**src/design/trc_pkg.sv**
```systemverilog
// Shared types and constants for the touch report to cursor block.
// No dependencies; every other design file imports this package.
package trc_pkg;

  // Defaults for the top level parameters.
  localparam int unsigned MAX_REPORT_BYTES_DEF = 64;
  localparam int unsigned COORD_BITS_DEF       = 12;

  // Fixed field widths.
  localparam int unsigned BYTE_W      = 8;
  localparam int unsigned DECL_W      = 16;
  localparam int unsigned SCREEN_W    = 13;
  localparam int unsigned MAXIN_W     = 8;
  localparam int unsigned OUT_COORD_W = 12;
  localparam int unsigned TOUCH_W     = 12;
  localparam int unsigned FIELD_BYTES = 6;

  // Touch panel full scale.
  localparam int unsigned TOUCH_MAX_X = 3675;
  localparam int unsigned TOUCH_MAX_Y = 2261;

  // Report ids and bits.
  localparam logic [BYTE_W-1:0] ID_TOUCH  = 8'h04;
  localparam logic [BYTE_W-1:0] ID_MOUSE  = 8'h01;
  localparam int unsigned       TIP_BIT   = 1;
  localparam int unsigned       LEFT_BIT  = 0;
  localparam int unsigned       RIGHT_BIT = 1;

  // Length rules.
  localparam int unsigned MIN_DECL_LEN   = 3;
  localparam int unsigned FULL_TOUCH_LEN = 8;
  localparam int unsigned MIN_INPUT_LEN  = 4;
  localparam int unsigned ACCEL_KNEE     = 3;

  // Register map, index is paddr[3:2].
  localparam int unsigned APB_AW = 4;
  localparam logic [1:0] REG_SCREEN_WIDTH  = 2'd0;
  localparam logic [1:0] REG_SCREEN_HEIGHT = 2'd1;
  localparam logic [1:0] REG_MAX_INPUT_LEN = 2'd2;

  localparam logic [SCREEN_W-1:0] SCREEN_WIDTH_RST  = 13'd1024;
  localparam logic [SCREEN_W-1:0] SCREEN_HEIGHT_RST = 13'd768;
  localparam logic [MAXIN_W-1:0]  MAX_INPUT_RST     = 8'd64;

  typedef enum logic [1:0] {
    KIND_NONE  = 2'd0,
    KIND_TOUCH = 2'd1,
    KIND_MOUSE = 2'd2
  } kind_e;

  // Relative delta with acceleration: |d| > 3 becomes 2|d| - 3.
  function automatic logic signed [9:0] accel(input logic [BYTE_W-1:0] raw);
    logic signed [9:0] d;
    logic signed [9:0] a;
    d = 10'(signed'(raw));
    a = (d < 0) ? -d : d;
    if (a > 10'(ACCEL_KNEE)) begin
      a = a + a - 10'(ACCEL_KNEE);
    end
    return (d < 0) ? -a : a;
  endfunction

endpackage

```
**src/design/trc_if.sv**
```systemverilog
// Valid/ready channel interfaces for packet bytes in and cursor results out.
// Depends on trc_pkg for field widths.
interface trc_in_if;
  import trc_pkg::*;
  logic              valid;
  logic              ready;
  logic [BYTE_W-1:0] rx_byte;
  logic              end_of_packet;

  modport source (output valid, output rx_byte, output end_of_packet, input ready);
  modport sink   (input valid, input rx_byte, input end_of_packet, output ready);
endinterface

interface trc_out_if;
  import trc_pkg::*;
  logic                   valid;
  logic                   ready;
  logic [OUT_COORD_W-1:0] cursor_x;
  logic [OUT_COORD_W-1:0] cursor_y;
  logic                   left_button;
  logic                   right_button;
  logic [1:0]             report_kind;

  modport source (output valid, output cursor_x, output cursor_y, output left_button,
                  output right_button, output report_kind, input ready);
  modport sink   (input valid, input cursor_x, input cursor_y, input left_button,
                  input right_button, input report_kind, output ready);
endinterface

```
**src/design/touch_report_to_cursor_top.sv**
```systemverilog
// Packet bytes enter one per cycle unless a last byte held in stage 1 waits. Each
// byte reads the previous report at its position from both halves of a two-bank
// byte memory and writes itself into the staging bank from the stage-1 register;
// an accepted packet flips the bank select, so storing it costs no copy. The
// result of a packet passes the stage-1 register and then the result register. A
// touch report with the tip down goes through two three-stage scaling units;
// during that time bytes keep flowing but the next last byte waits. The report
// memory needs no clearing after reset, so the block takes items from the first cycle.
module touch_report_to_cursor_top import trc_pkg::*; #(
  parameter int unsigned MAX_REPORT_BYTES = MAX_REPORT_BYTES_DEF,
  parameter int unsigned COORD_BITS       = COORD_BITS_DEF
) (
  input  logic              clk_i,
  input  logic              rst_ni,
  trc_in_if.sink            in_i,
  trc_out_if.source         out_o,
  input  logic              psel,
  input  logic              penable,
  input  logic              pwrite,
  input  logic [APB_AW-1:0] paddr,
  input  logic [31:0]       pwdata,
  output logic [31:0]       prdata,
  output logic              pready
);

  localparam int unsigned AW    = $clog2(MAX_REPORT_BYTES);
  localparam int unsigned PW    = $clog2(MAX_REPORT_BYTES + 1);
  localparam int unsigned DIM_W = COORD_BITS + 1;
  localparam int unsigned SW    = COORD_BITS + 2;

  // ---------------- configuration ----------------
  logic [SCREEN_W-1:0] scr_w_q, scr_h_q;
  logic [MAXIN_W-1:0]  max_in_q;
  logic                cfg_wr;

  assign cfg_wr = psel && penable && pwrite;
  assign pready = 1'b1;

  always_ff @(posedge clk_i or negedge rst_ni) begin
    if (!rst_ni) begin
      scr_w_q  <= SCREEN_WIDTH_RST;
      scr_h_q  <= SCREEN_HEIGHT_RST;
      max_in_q <= MAX_INPUT_RST;
    end else if (cfg_wr) begin
      case (paddr[APB_AW-1:2])
        REG_SCREEN_WIDTH:  scr_w_q  <= pwdata[SCREEN_W-1:0];
        REG_SCREEN_HEIGHT: scr_h_q  <= pwdata[SCREEN_W-1:0];
        REG_MAX_INPUT_LEN: max_in_q <= pwdata[MAXIN_W-1:0];
        default: ;
      endcase
    end
  end

  always_comb begin
    case (paddr[APB_AW-1:2])
      REG_SCREEN_WIDTH:  prdata = 32'(scr_w_q);
      REG_SCREEN_HEIGHT: prdata = 32'(scr_h_q);
      REG_MAX_INPUT_LEN: prdata = 32'(max_in_q);
      default:           prdata = '0;
    endcase
  end

  // Effective screen size: 0 counts as 1, capped at 2^COORD_BITS.
  function automatic logic [DIM_W-1:0] dim_eff(input logic [SCREEN_W-1:0] v);
    if (v == '0) begin
      return DIM_W'(1);
    end else if (32'(v) > (32'd1 << COORD_BITS)) begin
      return DIM_W'(32'd1 << COORD_BITS);
    end
    return DIM_W'(v);
  endfunction

  logic [DIM_W-1:0]      dim_w, dim_h;
  logic [COORD_BITS-1:0] w_m1, h_m1;
  logic [DECL_W-1:0]     size_lim;

  assign dim_w = dim_eff(scr_w_q);
  assign dim_h = dim_eff(scr_h_q);
  assign w_m1  = COORD_BITS'(dim_w - DIM_W'(1));
  assign h_m1  = COORD_BITS'(dim_h - DIM_W'(1));
  assign size_lim = (max_in_q < MAXIN_W'(MIN_INPUT_LEN) ||
                     DECL_W'(max_in_q) > DECL_W'(MAX_REPORT_BYTES)) ?
                    DECL_W'(MAX_REPORT_BYTES) : DECL_W'(max_in_q);

  // ---------------- byte entry and memory read ----------------
  logic          in_fire, s1_fire;
  logic [PW-1:0] pos_q;
  logic          pos_in;
  logic [AW-1:0] rd_addr;

  assign in_fire = in_i.valid && in_i.ready;
  assign pos_in  = pos_q < PW'(MAX_REPORT_BYTES);
  assign rd_addr = pos_q[AW-1:0];

  always_ff @(posedge clk_i or negedge rst_ni) begin
    if (!rst_ni) begin
      pos_q <= '0;
    end else if (in_fire) begin
      if (in_i.end_of_packet) begin
        pos_q <= '0;
      end else if (pos_in) begin
        pos_q <= pos_q + PW'(1);
      end
    end
  end

  // Bank bank_q holds the previous report, the other bank the staging copy.
  logic [BYTE_W-1:0] rep_mem [2 ** (AW + 1)];
  logic [BYTE_W-1:0] rd0_q, rd1_q;
  logic              bank_q;

  logic              s1_v_q, s1_eop_q, s1_in_q;
  logic [BYTE_W-1:0] s1_byte_q;
  logic [AW-1:0]     s1_addr_q;

  always_ff @(posedge clk_i) begin
    if (in_fire && pos_in) begin
      rd0_q <= rep_mem[{1'b0, rd_addr}];
      rd1_q <= rep_mem[{1'b1, rd_addr}];
    end
    if (s1_fire && s1_in_q) begin
      rep_mem[{~bank_q, s1_addr_q}] <= s1_byte_q;
    end
    if (in_fire) begin
      s1_byte_q <= in_i.rx_byte;
      s1_eop_q  <= in_i.end_of_packet;
      s1_in_q   <= pos_in;
      s1_addr_q <= rd_addr;
    end
  end

  always_ff @(posedge clk_i or negedge rst_ni) begin
    if (!rst_ni) begin
      s1_v_q <= 1'b0;
    end else if (in_fire) begin
      s1_v_q <= 1'b1;
    end else if (s1_fire) begin
      s1_v_q <= 1'b0;
    end
  end

  assign in_i.ready = !s1_v_q || s1_fire;

  // ---------------- packet state and decision ----------------
  logic [DECL_W-1:0] decl_q, decl_n;
  logic              same_q, same_n;
  logic [BYTE_W-1:0] fb_q [FIELD_BYTES];
  logic [BYTE_W-1:0] fb_n [FIELD_BYTES];
  logic [PW-1:0]     prev_len_q, cnt;
  logic [BYTE_W-1:0] prev_byte;
  logic              accept_pkt;

  always_comb begin
    decl_n = decl_q;
    if (s1_in_q && s1_addr_q == AW'(0)) begin
      decl_n = DECL_W'(s1_byte_q);
    end else if (s1_in_q && s1_addr_q == AW'(1)) begin
      decl_n = {s1_byte_q, decl_q[BYTE_W-1:0]};
    end
    for (int i = 0; i < FIELD_BYTES; i++) begin
      fb_n[i] = (s1_in_q && s1_addr_q == AW'(i + 2)) ? s1_byte_q : fb_q[i];
    end
    prev_byte = bank_q ? rd1_q : rd0_q;
    same_n = same_q && !(s1_in_q && PW'(s1_addr_q) < prev_len_q && prev_byte != s1_byte_q);
    cnt = s1_in_q ? PW'(s1_addr_q) + PW'(1) : PW'(MAX_REPORT_BYTES);
    accept_pkt = decl_n >= DECL_W'(MIN_DECL_LEN) && decl_n <= size_lim &&
                 decl_n <= DECL_W'(cnt) &&
                 !(decl_n == DECL_W'(prev_len_q) && same_n);
  end

  // ---------------- cursor update ----------------
  logic [COORD_BITS-1:0] pos_x_q, pos_y_q;
  logic                  busy_q, out_free, scale_start, scale_done;
  logic                  done_x, done_y;
  logic [COORD_BITS-1:0] sc_x, sc_y;
  logic                  is_touch, is_mouse, tip;
  logic [DECL_W-1:0]     x_raw, y_raw;
  logic [TOUCH_W-1:0]    x_c, y_c;
  logic signed [SW-1:0]  sum_x, sum_y;
  logic [COORD_BITS-1:0] nx, ny;
  logic                  n_left, n_right;
  kind_e                 n_kind;
  logic                  out_load;

  assign out_free = !out_o.valid || out_o.ready;
  assign s1_fire  = s1_v_q && (!s1_eop_q || (!busy_q && out_free));

  always_comb begin
    is_touch = accept_pkt && fb_n[0] == ID_TOUCH;
    is_mouse = accept_pkt && fb_n[0] == ID_MOUSE;
    tip      = fb_n[1][TIP_BIT];
    x_raw    = {fb_n[3], fb_n[2]};
    y_raw    = {fb_n[5], fb_n[4]};
    x_c = '0;
    y_c = '0;
    // Short touch with tip down scales from zero.
    if (decl_n >= DECL_W'(FULL_TOUCH_LEN)) begin
      x_c = (x_raw > DECL_W'(TOUCH_MAX_X)) ? TOUCH_W'(TOUCH_MAX_X) : x_raw[TOUCH_W-1:0];
      y_c = (y_raw > DECL_W'(TOUCH_MAX_Y)) ? TOUCH_W'(TOUCH_MAX_Y) : y_raw[TOUCH_W-1:0];
    end
    sum_x = $signed({2'b00, pos_x_q}) + SW'(accel(fb_n[2]));
    sum_y = $signed({2'b00, pos_y_q}) + SW'(accel(fb_n[3]));

    nx      = pos_x_q;
    ny      = pos_y_q;
    n_left  = 1'b0;
    n_right = 1'b0;
    n_kind  = KIND_NONE;
    if (is_touch) begin
      // Lift-off keeps the cursor, clamped to the screen.
      n_kind = KIND_TOUCH;
      nx = (pos_x_q > w_m1) ? w_m1 : pos_x_q;
      ny = (pos_y_q > h_m1) ? h_m1 : pos_y_q;
    end else if (is_mouse) begin
      n_kind  = KIND_MOUSE;
      n_left  = fb_n[1][LEFT_BIT];
      n_right = fb_n[1][RIGHT_BIT];
      if (sum_x < 0) begin
        nx = '0;
      end else if ($unsigned(sum_x) > SW'(w_m1)) begin
        nx = w_m1;
      end else begin
        nx = sum_x[COORD_BITS-1:0];
      end
      if (sum_y < 0) begin
        ny = '0;
      end else if ($unsigned(sum_y) > SW'(h_m1)) begin
        ny = h_m1;
      end else begin
        ny = sum_y[COORD_BITS-1:0];
      end
    end
  end

  assign scale_start = s1_fire && s1_eop_q && is_touch && tip;
  assign out_load    = s1_fire && s1_eop_q && !scale_start;
  assign scale_done  = done_x && done_y;

  trc_scale #(
    .COORD_BITS (COORD_BITS),
    .DIVISOR    (TOUCH_MAX_X)
  ) u_scale_x (
    .clk_i   (clk_i),
    .rst_ni  (rst_ni),
    .start_i (scale_start),
    .coord_i (x_c),
    .dim_i   (dim_w),
    .done_o  (done_x),
    .q_o     (sc_x)
  );

  trc_scale #(
    .COORD_BITS (COORD_BITS),
    .DIVISOR    (TOUCH_MAX_Y)
  ) u_scale_y (
    .clk_i   (clk_i),
    .rst_ni  (rst_ni),
    .start_i (scale_start),
    .coord_i (y_c),
    .dim_i   (dim_h),
    .done_o  (done_y),
    .q_o     (sc_y)
  );

  always_ff @(posedge clk_i or negedge rst_ni) begin
    if (!rst_ni) begin
      decl_q     <= '0;
      same_q     <= 1'b1;
      fb_q       <= '{default: '0};
      prev_len_q <= '0;
      bank_q     <= 1'b0;
      pos_x_q    <= '0;
      pos_y_q    <= '0;
      busy_q     <= 1'b0;
    end else begin
      if (s1_fire) begin
        if (s1_eop_q) begin
          decl_q <= '0;
          same_q <= 1'b1;
          fb_q   <= '{default: '0};
          if (accept_pkt) begin
            bank_q     <= ~bank_q;
            prev_len_q <= PW'(decl_n);
          end
        end else begin
          decl_q <= decl_n;
          same_q <= same_n;
          fb_q   <= fb_n;
        end
      end
      if (out_load) begin
        pos_x_q <= nx;
        pos_y_q <= ny;
      end else if (scale_done) begin
        pos_x_q <= sc_x;
        pos_y_q <= sc_y;
      end
      if (scale_start) begin
        busy_q <= 1'b1;
      end else if (scale_done) begin
        busy_q <= 1'b0;
      end
    end
  end

  // ---------------- result register ----------------
  logic                  out_v_q;
  logic [COORD_BITS-1:0] ox_q, oy_q;
  logic                  ol_q, or_q;
  kind_e                 ok_q;
  logic [COORD_BITS+OUT_COORD_W-1:0] ox_ext, oy_ext;

  always_ff @(posedge clk_i or negedge rst_ni) begin
    if (!rst_ni) begin
      out_v_q <= 1'b0;
    end else if (out_load || scale_done) begin
      out_v_q <= 1'b1;
    end else if (out_o.ready) begin
      out_v_q <= 1'b0;
    end
  end

  always_ff @(posedge clk_i) begin
    if (out_load) begin
      ox_q <= nx;
      oy_q <= ny;
      ol_q <= n_left;
      or_q <= n_right;
      ok_q <= n_kind;
    end else if (scale_done) begin
      ox_q <= sc_x;
      oy_q <= sc_y;
      ol_q <= 1'b0;
      or_q <= 1'b0;
      ok_q <= KIND_TOUCH;
    end
  end

  assign ox_ext = {{OUT_COORD_W{1'b0}}, ox_q};
  assign oy_ext = {{OUT_COORD_W{1'b0}}, oy_q};

  assign out_o.valid        = out_v_q;
  assign out_o.cursor_x     = ox_ext[OUT_COORD_W-1:0];
  assign out_o.cursor_y     = oy_ext[OUT_COORD_W-1:0];
  assign out_o.left_button  = ol_q;
  assign out_o.right_button = or_q;
  assign out_o.report_kind  = ok_q;

endmodule

```
**src/design/trc_scale.sv**
```systemverilog
// Touch coordinate to screen scaling: coord * dim / DIVISOR, clamped to dim-1.
// Three register stages: product, reciprocal estimate, correction. Uses trc_pkg.
module trc_scale import trc_pkg::*; #(
  parameter int unsigned COORD_BITS = COORD_BITS_DEF,
  parameter int unsigned DIVISOR    = TOUCH_MAX_X
) (
  input  logic                  clk_i,
  input  logic                  rst_ni,
  input  logic                  start_i,
  input  logic [TOUCH_W-1:0]    coord_i,
  input  logic [COORD_BITS:0]   dim_i,
  output logic                  done_o,
  output logic [COORD_BITS-1:0] q_o
);

  // coord <= DIVISOR < 2^TOUCH_W, dim <= 2^COORD_BITS, so product < 2^NW.
  localparam int unsigned NW = TOUCH_W + COORD_BITS;
  localparam int unsigned RW = NW - 11;
  localparam int unsigned QW = COORD_BITS + 1;
  localparam logic [RW-1:0] RECIP = RW'((64'd1 << NW) / 64'(DIVISOR));

  logic            a_v_q, b_v_q, done_q;
  logic [NW-1:0]   n_a_q, n_b_q;
  logic [QW-1:0]   dim_a_q, dim_b_q;
  logic [QW-1:0]   qe_b_q;
  logic [COORD_BITS-1:0] q_q;

  logic [NW+RW-1:0] prod;
  logic [NW:0]      back, rem;
  logic [QW-1:0]    q_fix;
  logic [COORD_BITS-1:0] q_d;

  // Estimate is q or q-1; one compare-subtract fixes it.
  assign prod = (NW+RW)'(n_a_q) * (NW+RW)'(RECIP);

  always_comb begin
    back  = (NW+1)'(qe_b_q) * (NW+1)'(DIVISOR);
    rem   = (NW+1)'(n_b_q) - back;
    q_fix = (rem >= (NW+1)'(DIVISOR)) ? qe_b_q + QW'(1) : qe_b_q;
    q_d   = (q_fix >= dim_b_q) ? COORD_BITS'(dim_b_q - QW'(1)) : COORD_BITS'(q_fix);
  end

  always_ff @(posedge clk_i or negedge rst_ni) begin
    if (!rst_ni) begin
      a_v_q  <= 1'b0;
      b_v_q  <= 1'b0;
      done_q <= 1'b0;
    end else begin
      a_v_q  <= start_i;
      b_v_q  <= a_v_q;
      done_q <= b_v_q;
    end
  end

  always_ff @(posedge clk_i) begin
    if (start_i) begin
      n_a_q   <= NW'(coord_i) * NW'(dim_i);
      dim_a_q <= dim_i;
    end
    if (a_v_q) begin
      n_b_q   <= n_a_q;
      dim_b_q <= dim_a_q;
      qe_b_q  <= prod[NW +: QW];
    end
    if (b_v_q) begin
      q_q <= q_d;
    end
  end

  assign done_o = done_q;
  assign q_o    = q_q;

endmodule

```
**src/flat_wrapper.sv**
```systemverilog
// flat-port wrapper written by rule: the top's interface ports become plain ports
module touch_report_to_cursor_top_flat import trc_pkg::*;
#(
  parameter int unsigned MAX_REPORT_BYTES = MAX_REPORT_BYTES_DEF,
  parameter int unsigned COORD_BITS       = COORD_BITS_DEF
)
  (clk_i, rst_ni, psel, penable, pwrite, paddr, pwdata, prdata, pready, in_i_valid, in_i_rx_byte, in_i_end_of_packet, in_i_ready, out_o_valid, out_o_cursor_x, out_o_cursor_y, out_o_left_button, out_o_right_button, out_o_report_kind, out_o_ready);
  trc_in_if in_i_i ();
  trc_out_if out_o_i ();
  input  logic clk_i;
  input  logic rst_ni;
  input  logic psel;
  input  logic penable;
  input  logic pwrite;
  input  logic [APB_AW-1:0] paddr;
  input  logic [31:0] pwdata;
  output logic [31:0] prdata;
  output logic pready;
  input wire logic [$bits(in_i_i.valid)-1:0] in_i_valid;
  input wire logic [$bits(in_i_i.rx_byte)-1:0] in_i_rx_byte;
  input wire logic [$bits(in_i_i.end_of_packet)-1:0] in_i_end_of_packet;
  output wire logic [$bits(in_i_i.ready)-1:0] in_i_ready;
  output wire logic [$bits(out_o_i.valid)-1:0] out_o_valid;
  output wire logic [$bits(out_o_i.cursor_x)-1:0] out_o_cursor_x;
  output wire logic [$bits(out_o_i.cursor_y)-1:0] out_o_cursor_y;
  output wire logic [$bits(out_o_i.left_button)-1:0] out_o_left_button;
  output wire logic [$bits(out_o_i.right_button)-1:0] out_o_right_button;
  output wire logic [$bits(out_o_i.report_kind)-1:0] out_o_report_kind;
  input wire logic [$bits(out_o_i.ready)-1:0] out_o_ready;
  assign in_i_i.valid = in_i_valid;
  assign in_i_i.rx_byte = in_i_rx_byte;
  assign in_i_i.end_of_packet = in_i_end_of_packet;
  assign in_i_ready = in_i_i.ready;
  assign out_o_valid = out_o_i.valid;
  assign out_o_cursor_x = out_o_i.cursor_x;
  assign out_o_cursor_y = out_o_i.cursor_y;
  assign out_o_left_button = out_o_i.left_button;
  assign out_o_right_button = out_o_i.right_button;
  assign out_o_report_kind = out_o_i.report_kind;
  assign out_o_i.ready = out_o_ready;
  touch_report_to_cursor_top #(.MAX_REPORT_BYTES(MAX_REPORT_BYTES), .COORD_BITS(COORD_BITS)) u_core (.clk_i(clk_i), .rst_ni(rst_ni), .in_i(in_i_i), .out_o(out_o_i), .psel(psel), .penable(penable), .pwrite(pwrite), .paddr(paddr), .pwdata(pwdata), .prdata(prdata), .pready(pready));
endmodule
```
**config.mk**
```make
export PLATFORM = sky130hd
export DESIGN_NAME = touch_report_to_cursor_top_flat
export DESIGN_NICKNAME = d
export VERILOG_FILES = /design/src/design/trc_pkg.sv /design/src/design/trc_if.sv /design/src/design/touch_report_to_cursor_top.sv /design/src/design/trc_scale.sv /design/src/flat_wrapper.sv
export SDC_FILE = /design/constraint.sdc
export NUM_CORES = 2
export LEC_CHECK = 0
export ABC_CLOCK_PERIOD_IN_PS = 14400
export BUFFER_PORTS_ARGS = -buffer_cell sky130_fd_sc_hd__buf_2
export CORE_AREA = 10 10 389 542
export CTS_BUF_LIST = sky130_fd_sc_hd__clkbuf_4 sky130_fd_sc_hd__clkbuf_8
export DETAILED_ROUTE_END_ITERATION = 16
export DIE_AREA = 0 0 399 552
export SLEW_MARGIN = 15
export SYNTH_ARGS = -nofsm -noshare
export SYNTH_HDL_FRONTEND = slang
export SYNTH_SLANG_ARGS = --single-unit
export TNS_END_PERCENT = 1
```
**constraint.sdc**
```tcl
create_clock -name clk_i -period 14.4 [get_ports clk_i]
set_input_delay 1.44 -clock clk_i [delete_from_list [all_inputs] [get_ports clk_i]]
set_output_delay 1.44 -clock clk_i [all_outputs]
set_load 0.1 [all_outputs]
```
== Word-level counts from Yosys, hierarchy flattened ==
Memories as Yosys holds them, arrays and structs flattened. A register that Yosys moved wholly into a read port is not among the register bits.
Cells that the tools add are included.
Storage, ports and cells
  bits in registers: 380
  bits in latches: 0
  memory bits (writable): 1024
  memory bits (read-only): 0
  input bits: 52
  output and inout port bits: 63
  logic and storage cells: 237
  memories kept: 1
Operators by class
  add/subtract/negate cells: 20
  multiply operators: 6
  div/mod/pow operators: 0
  magnitude comparators: 26
  equal/unequal tests: 13
  shifts and indexed selects: 0
  muxes and demuxes: 73
  bitwise logic cells: 1
  reduce and logical (&&, ||, !) cells: 54
Memories
  u_core.rep_mem: depth 128, width 8, read ports 2, clocked after Yosys merged registers in 2, wr ports 1, RTL line touch_report_to_cursor_top.sv:108  | logic [BYTE_W-1:0] rep_mem [2 ** (AW + 1)];
Operator list (number)
  2-to-1 mux 12 bit: 20
  2-to-1 mux 13 bit: 8
  2-to-1 mux 8 bit: 8
  2-to-1 mux 10 bit: 6
  greater-or-equal comparator 25 x 12 -> 1 bit (second input constant): 2
  multiplier 13 x 12 -> 25 bit (second input constant): 2
  subtractor 24 x 25 -> 25 bit: 2
  multiplier 12 x 13 -> 24 bit: 2
  2-to-1 mux 16 bit: 3
  2-to-1 mux 48 bit: 1
  subtractor 12 x 1 -> 12 bit (second input constant): 4
  case mux 13 bit (3 select lines): 1
  multiplier 24 x 13 -> 37 bit (second input constant): 1
  multiplier 24 x 11 -> 35 bit (second input constant): 1
  greater-than comparator 16 x 12 -> 1 bit (second input constant): 2
  adder 13 x 10 -> 14 bit: 2
  greater-than comparator 14 x 12 -> 1 bit: 2
  logical AND 1 bit: 28
  < comparator 14 x 1 -> 1 bit (second input constant): 2
  adder 13 x 1 -> 13 bit (second input constant): 2
  greater-or-equal comparator 13 bit: 2
  greater-than comparator 13 bit (second input constant): 2
  zero test 13 bit: 2
  == test 6 x 3 -> 1 bit (second input constant): 4
  36 further kinds: 84

== Logic depth before layout (Yosys ltp) ==
  depth in word-level cells: 17
  mapped depth: 42
  depth with buffers taken out: 38

== Modules after synthesis ==
A second synthesis with hierarchy kept.
Unflattened totals
  cells, all modules: 7023
  area total of the unflattened synthesis: 91226.2 um^2
Modules (own cells, without submodules)
  touch_report_to_cursor_top: instances 1, cells each 3359, area an instance 54755.0 um^2, seq. area each 35935.7 um^2
  trc_scale (u_core.u_scale_x): instances 1, cells each 1912, area an instance 18712.9 um^2, seq. area each 3047.9 um^2
  trc_scale (u_core.u_scale_y): instances 1, cells each 1752, area an instance 17758.3 um^2, seq. area each 3047.9 um^2

== Least setup slack after synthesis ==
Ideal clock, no wire load.
  kind: register to register
  start: register u_core.s1_byte_q[1]
  end: register u_core.u_scale_x.a_v_q
  data arrival time: 11.324 ns
  data required time: 13.552 ns
  slack: 2.229 ns
  stages on the path, launching flop included: 14
  buffers on the path: 2
  cell sequence: edfxtp_1 clkbuf_1 clkbuf_1 nand2_1 nand2_1 ha_1 nor2b_1 o21a_1 o21a_1 o21a_1 o21a_1 o211ai_1 nand4_1 nor4_1
Between the ends
  elaborated cells on any way between the ends: 21
  those cells by class: order compare (3); eq/ne (3); mux (4); reduce/logical (11)
RTL lines
  start, declared: RTL line touch_report_to_cursor_top.sv:113  | logic [BYTE_W-1:0] s1_byte_q;
  start signal, assigned: RTL line touch_report_to_cursor_top.sv:125  | s1_byte_q <= in_i.rx_byte;
  2-to-1 mux 16 bit *: RTL line touch_report_to_cursor_top.sv:155  | if (s1_in_q && s1_addr_q == AW'(0)) begin
  net u_core.decl_n[1]: RTL line touch_report_to_cursor_top.sv:145  | logic [DECL_W-1:0] decl_q, decl_n;
  greater-or-equal comparator 16 x 2 -> 1 bit (tied with other cells): RTL line touch_report_to_cursor_top.sv:166  | accept_pkt = decl_n >= DECL_W'(MIN_DECL_LEN) && decl_n <= size_lim &&
  logical AND 1 bit (on tied branches): RTL line touch_report_to_cursor_top.sv:166, touch_report_to_cursor_top.sv:168
  logical AND 1 bit / zero test 1 bit (equally long branches): RTL line touch_report_to_cursor_top.sv:166, touch_report_to_cursor_top.sv:168
  logical AND 1 bit *: RTL line touch_report_to_cursor_top.sv:167  | decl_n <= DECL_W'(cnt) &&
  logical AND 1 bit *: RTL line touch_report_to_cursor_top.sv:189  | is_touch = accept_pkt && fb_n[0] == ID_TOUCH;
  logical AND 1 bit * (2 in a row): RTL line touch_report_to_cursor_top.sv:235  | assign scale_start = s1_fire && s1_eop_q && is_touch && tip;
  net u_core.scale_start: RTL line touch_report_to_cursor_top.sv:173  | logic busy_q, out_free, scale_start, scale_done;
  end signal, assigned: RTL line trc_scale.sv:49  | a_v_q <= start_i;
  end, declared: RTL line trc_scale.sv:22  | logic a_v_q, b_v_q, done_q;
The timed path passes the listed nets; every way through them passes the cells marked *. The select of a mux whose other input is x is not followed.
A chain may end at the register's enable or synchronous reset.

== Worst setup path after layout ==
  start: register u_core.s1_addr_q[0]
  end: register u_core.u_scale_x.n_a_q[23] (data pin)
Between the ends
  cells in the longest elaborated chain, start to end: 7
  elaborated cells on any way between the ends: 17
  those cells by class: mul (1); order compare (2); eq/ne (3); mux (6); reduce/logical (5)
Ends and longest elaborated chain
  start, declared: RTL line touch_report_to_cursor_top.sv:114  | logic [AW-1:0] s1_addr_q;
  start signal, assigned: RTL line touch_report_to_cursor_top.sv:128  | s1_addr_q <= rd_addr;
  == test 6 x 3 -> 1 bit / == test 6 x 1 -> 1 bit (equally long branches): RTL line touch_report_to_cursor_top.sv:161, touch_report_to_cursor_top.sv:157
  logical AND 1 bit (on tied branches): RTL line touch_report_to_cursor_top.sv:161, touch_report_to_cursor_top.sv:157
  2-to-1 mux 8 bit / 2-to-1 mux 16 bit (equally long branches): RTL line touch_report_to_cursor_top.sv:161, touch_report_to_cursor_top.sv:157
  greater-than comparator 16 x 12 -> 1 bit / 2-to-1 mux 16 bit (equally long branches): RTL line touch_report_to_cursor_top.sv:198, touch_report_to_cursor_top.sv:155
  2-to-1 mux 12 bit / greater-or-equal comparator 16 x 4 -> 1 bit (equally long branches): RTL line touch_report_to_cursor_top.sv:198, touch_report_to_cursor_top.sv:197
  2-to-1 mux 12 bit *: RTL line touch_report_to_cursor_top.sv:197  | if (decl_n >= DECL_W'(FULL_TOUCH_LEN)) begin
  multiplier 12 x 13 -> 24 bit *: RTL line trc_scale.sv:57  | n_a_q <= NW'(coord_i) * NW'(dim_i);
  end signal, assigned: RTL line trc_scale.sv:57
  end, declared: RTL line trc_scale.sv:23  | logic [NW-1:0] n_a_q, n_b_q;
Mark *: on every way between the ends. The rest lies on a longest branch, timed or not.

==> results.md <==
* Status: finished, final reports clean
* Total GRT Usage at 19.2%
* Crit end category: flop
* Synth unique cells at 101
* Min cycle time layout at 10.0 ns
* Worst hold slack at 0.393 ns
* Pint at 8.02 mW
* Main synth FF type: edfxtp_1
* Slowest Stage Delay on Critical Path at 0.93 ns
* Hold_buf cts at 0
* Layout cells sized above 1 at 13.6%
* Slew Viols, Final at 0
* Nets at 8343
* Clock latency on the worst-skew pair at 0.97 ns
* Share of total power in combinational logic at 28.7%
* Clock Path Buffers at 4
* Post-DP HPWL at 153 mm
* Count leader, synth: edfxtp_1
* Worst path most repeated cell: fa_1
* Resize count post-CTS at 0
* Final setup vio count at 0
* Tot Pwr at 11.8 mW
* Antenna-violating nets left at 0
* Slowest stage cell, crit path: mux2i_2
* Largest net degree at the start of global routing at 168
* Fill cells at 17500
* Leakage at 39.2 nW
* Cell area after placement at 93200 um^2
* RSZ-0062 raised after global routing: false
* EDFF count, synth at 1282
* # IOs at 115
* Tcrit/Tclk final at 69.4%
* Post-synthesis mux area share at 10.2%
* Post-synth top cells: edfxtp_1 (1282), inv_1 (1080), ha_1 (704), fa_1 (585), nand2_1 (477)
* PortBufs at 73
* Sequential fraction of design power at 41.3%
* Worst Path Max Fanout at 18
* Via count at 53500
* Total CTS buffers at 221
* Final Wtd Congestion at 0.896
* Critical path class: reg -> reg
* Vias in the first global route at 57300
* DR pass1 iterations at 8
* Worst Max-Slew Pin Slew at 1.18 ns
* Register Area at 42000 um^2
* F_max at 100 MHz
* Initial antenna violation count at 3
* Mapped cell area at 89800 um^2
* Post-route worst setup slack at 4.40 ns
* Via-per-instance ratio at 5.44
* VDD IR max at 0.110 mV
* Post-synth top area share at 42.9%
* Post-Route WL at 212 mm
* Die W at 399 um
* CP Launch Type: flop
* WP buf/inv at 4
* Main combinational cell family by area after synthesis: adder cells
* Starting density of the core at 44.7%
* Util after Layout at 48.7%
* Die Footprint at 220000 um^2
* Largest cells by area after synthesis: edfxtp_1 (43%), fa_1 (13%), ha_1 (9.8%), mux4_2 (8.4%), inv_1 (4.5%)
* Worst slack, placed at 4.54 ns
* Drt wl/cell at 21.6 um
* Final hold violation count at 0
* Core area at 201000 um^2
* Asr flop ratio synth at 9.72%
* Synthesized area per cell at 13.1 um^2
* Compound-gate portion of the synthesized area at 5.54%
* Post-CTS setup buffers at 0
* Synthesis Warnings at 0
* Grt ovf at 0
* Non-Filler Instances at 9841
* Hold Path Class: reg -> reg
* Area grow syn2layout at 8.94%
* Normalized max-slew margin at 21.1%
* Yosys reg bits at 1420
* Sw Share at 32.0%
* Xor-xnor portion of the synthesized cell area at 2.05%
* Mapped Cells at 6846
* Adder-cell share of the synthesized area at 22.8%
* Design area at 97800 um^2
* Global-route wire length before repair at 332 mm
* CTS sink cnt at 1420
* Number of instances in the placed design at 9438
* Clock Skew at 0.104 ns
* MaxCap Viol Count at 0
* Worst reg2reg setup slack at 4.40 ns
* Setup_tns at 0 ns
* Crit-path leading delay family: adder cells
* DR iter-0 viols at 3580
* Die H at 552 um
* Net Sw Power at 3.78 mW
* Simple-gate share of the synthesized area at 7.02%
* H-Tree Depth at 4
* FP Rows at 195
* CTS tree: built
* Area of the multi-input gates at 42900 um^2
* Pwr/cell area at 121 nW/um^2
* Arr. time, crit path at 10.62 ns
* Clock share of power at 30.0%
* Post-route DRC violation count at 0
* Root Driver: clkbuf_8
* CTS clk-pin slew, worst paths at 0.06 ns
* Post-synthesis sequential area ratio at 46.7%
* Worst EP required at 15.02 ns
* Cell taking the most area after synthesis: edfxtp_1
## power by group through the flow
stage	logic, mW	registers, mW	clock network (mW)
2_1_floorplan	2.48	4.87	0
3_3_place_gp	3.32	4.95	0
3_5_place_dp	3.37	4.96	0
4_1_cts	3.39	4.87	3.63
5_1_grt	3.68	4.89	3.80
6_report	3.38	4.87	3.54
## cells in the final DEF (no fill, tap or decap), types with 31 or more instances in the layout
cell type  synthesis  layout
edfxtp_1        1282    1282
clkinv_1           8      46
mux4_2           336     336
nand2b_1          32      32
dfrtp_1          133     128
buf_2             11      72
nor3_1            87      86
o21ai_0          143     142
o21a_1            56      56
clkinv_2           0      31
and2_1            56      56
nor2_1           433     433
a21o_1            71      71
nand3_1           66      64
nand4_1           41      41
clkbuf_4           0      70
a21oi_1          172     171
ha_1             704     704
nand2_1          477     474
fa_1             585     585
clkbuf_8           0     233
inv_1           1080    1080
mux2i_1           85      85
xnor2_1          146     146
xor2_1            64      64
mux2_2            58      58
buf_4             24      66
o211ai_1          34      34
nor2b_1           41      41
## layer usage
metal  share of wire (%)  GRT usage, %  vias to the layer above  wire [um]
met2                  51          34.0                     1374     109000
met5                   0             0                        -          0
met4                 3.3          6.25                        0       6920
li1                    -             -                    24400          -
met3                 4.7          2.53                      402       9940
met1                  41          24.3                    27400      86500
## cell type report
type | instances | share of cell area [%]
multi-input combinational | 4124 | 43.9
sequential | 1420 | 42.9
inverter | 1092 | 4.19
clock buffer | 303 | 3.81
tap | 2659 | 3.40
timing repair buffer | 143 | 0.968
clock inverter | 96 | 0.870
antenna | 4 | 0.0102
## state kept, by name (all words and copies together) (netlist names), 16 cells and up
signal                  cells
u_core.rep_mem           1024
u_core.u_scale_x.n_b_q     24
u_core.fb_q                42
u_core.u_scale_x.n_a_q     24
u_core.u_scale_y.n_b_q     24
u_core.decl_q              16
u_core.u_scale_y.n_a_q     24
## cell families (layout without fill, tap and decap cells)
kind of cell,count (synthesis),in the layout
flip-flops,1420,1420
AND/OR/NAND/NOR,1377,1377
buffers and inverters,1321,1634
adder cells (fa/ha/maj),1289,1289
AO/OA/AOI/OAI,743,743
multiplexers,484,484
XOR/XNOR,210,210
other,2,25
## final timing paths
check | start | end | cells past startpoint
worst max-delay path | u_core.s1_addr_q[0] | u_core.u_scale_x.n_a_q[23] | 28
worst min-delay path | u_core.u_scale_y.dim_a_q[4] | u_core.u_scale_y.dim_b_q[4] | 0
worst max register to register | u_core.s1_addr_q[0] | u_core.u_scale_x.n_a_q[23] | 28
worst min register to register | u_core.u_scale_y.dim_a_q[4] | u_core.u_scale_y.dim_b_q[4] | 0
max in group asynchronous | rst_ni | u_core.u_scale_x.a_v_q | 2
min in group asynchronous | rst_ni | u_core.pos_x_q[7] | 1
Power figures use the tool's default switching activity.
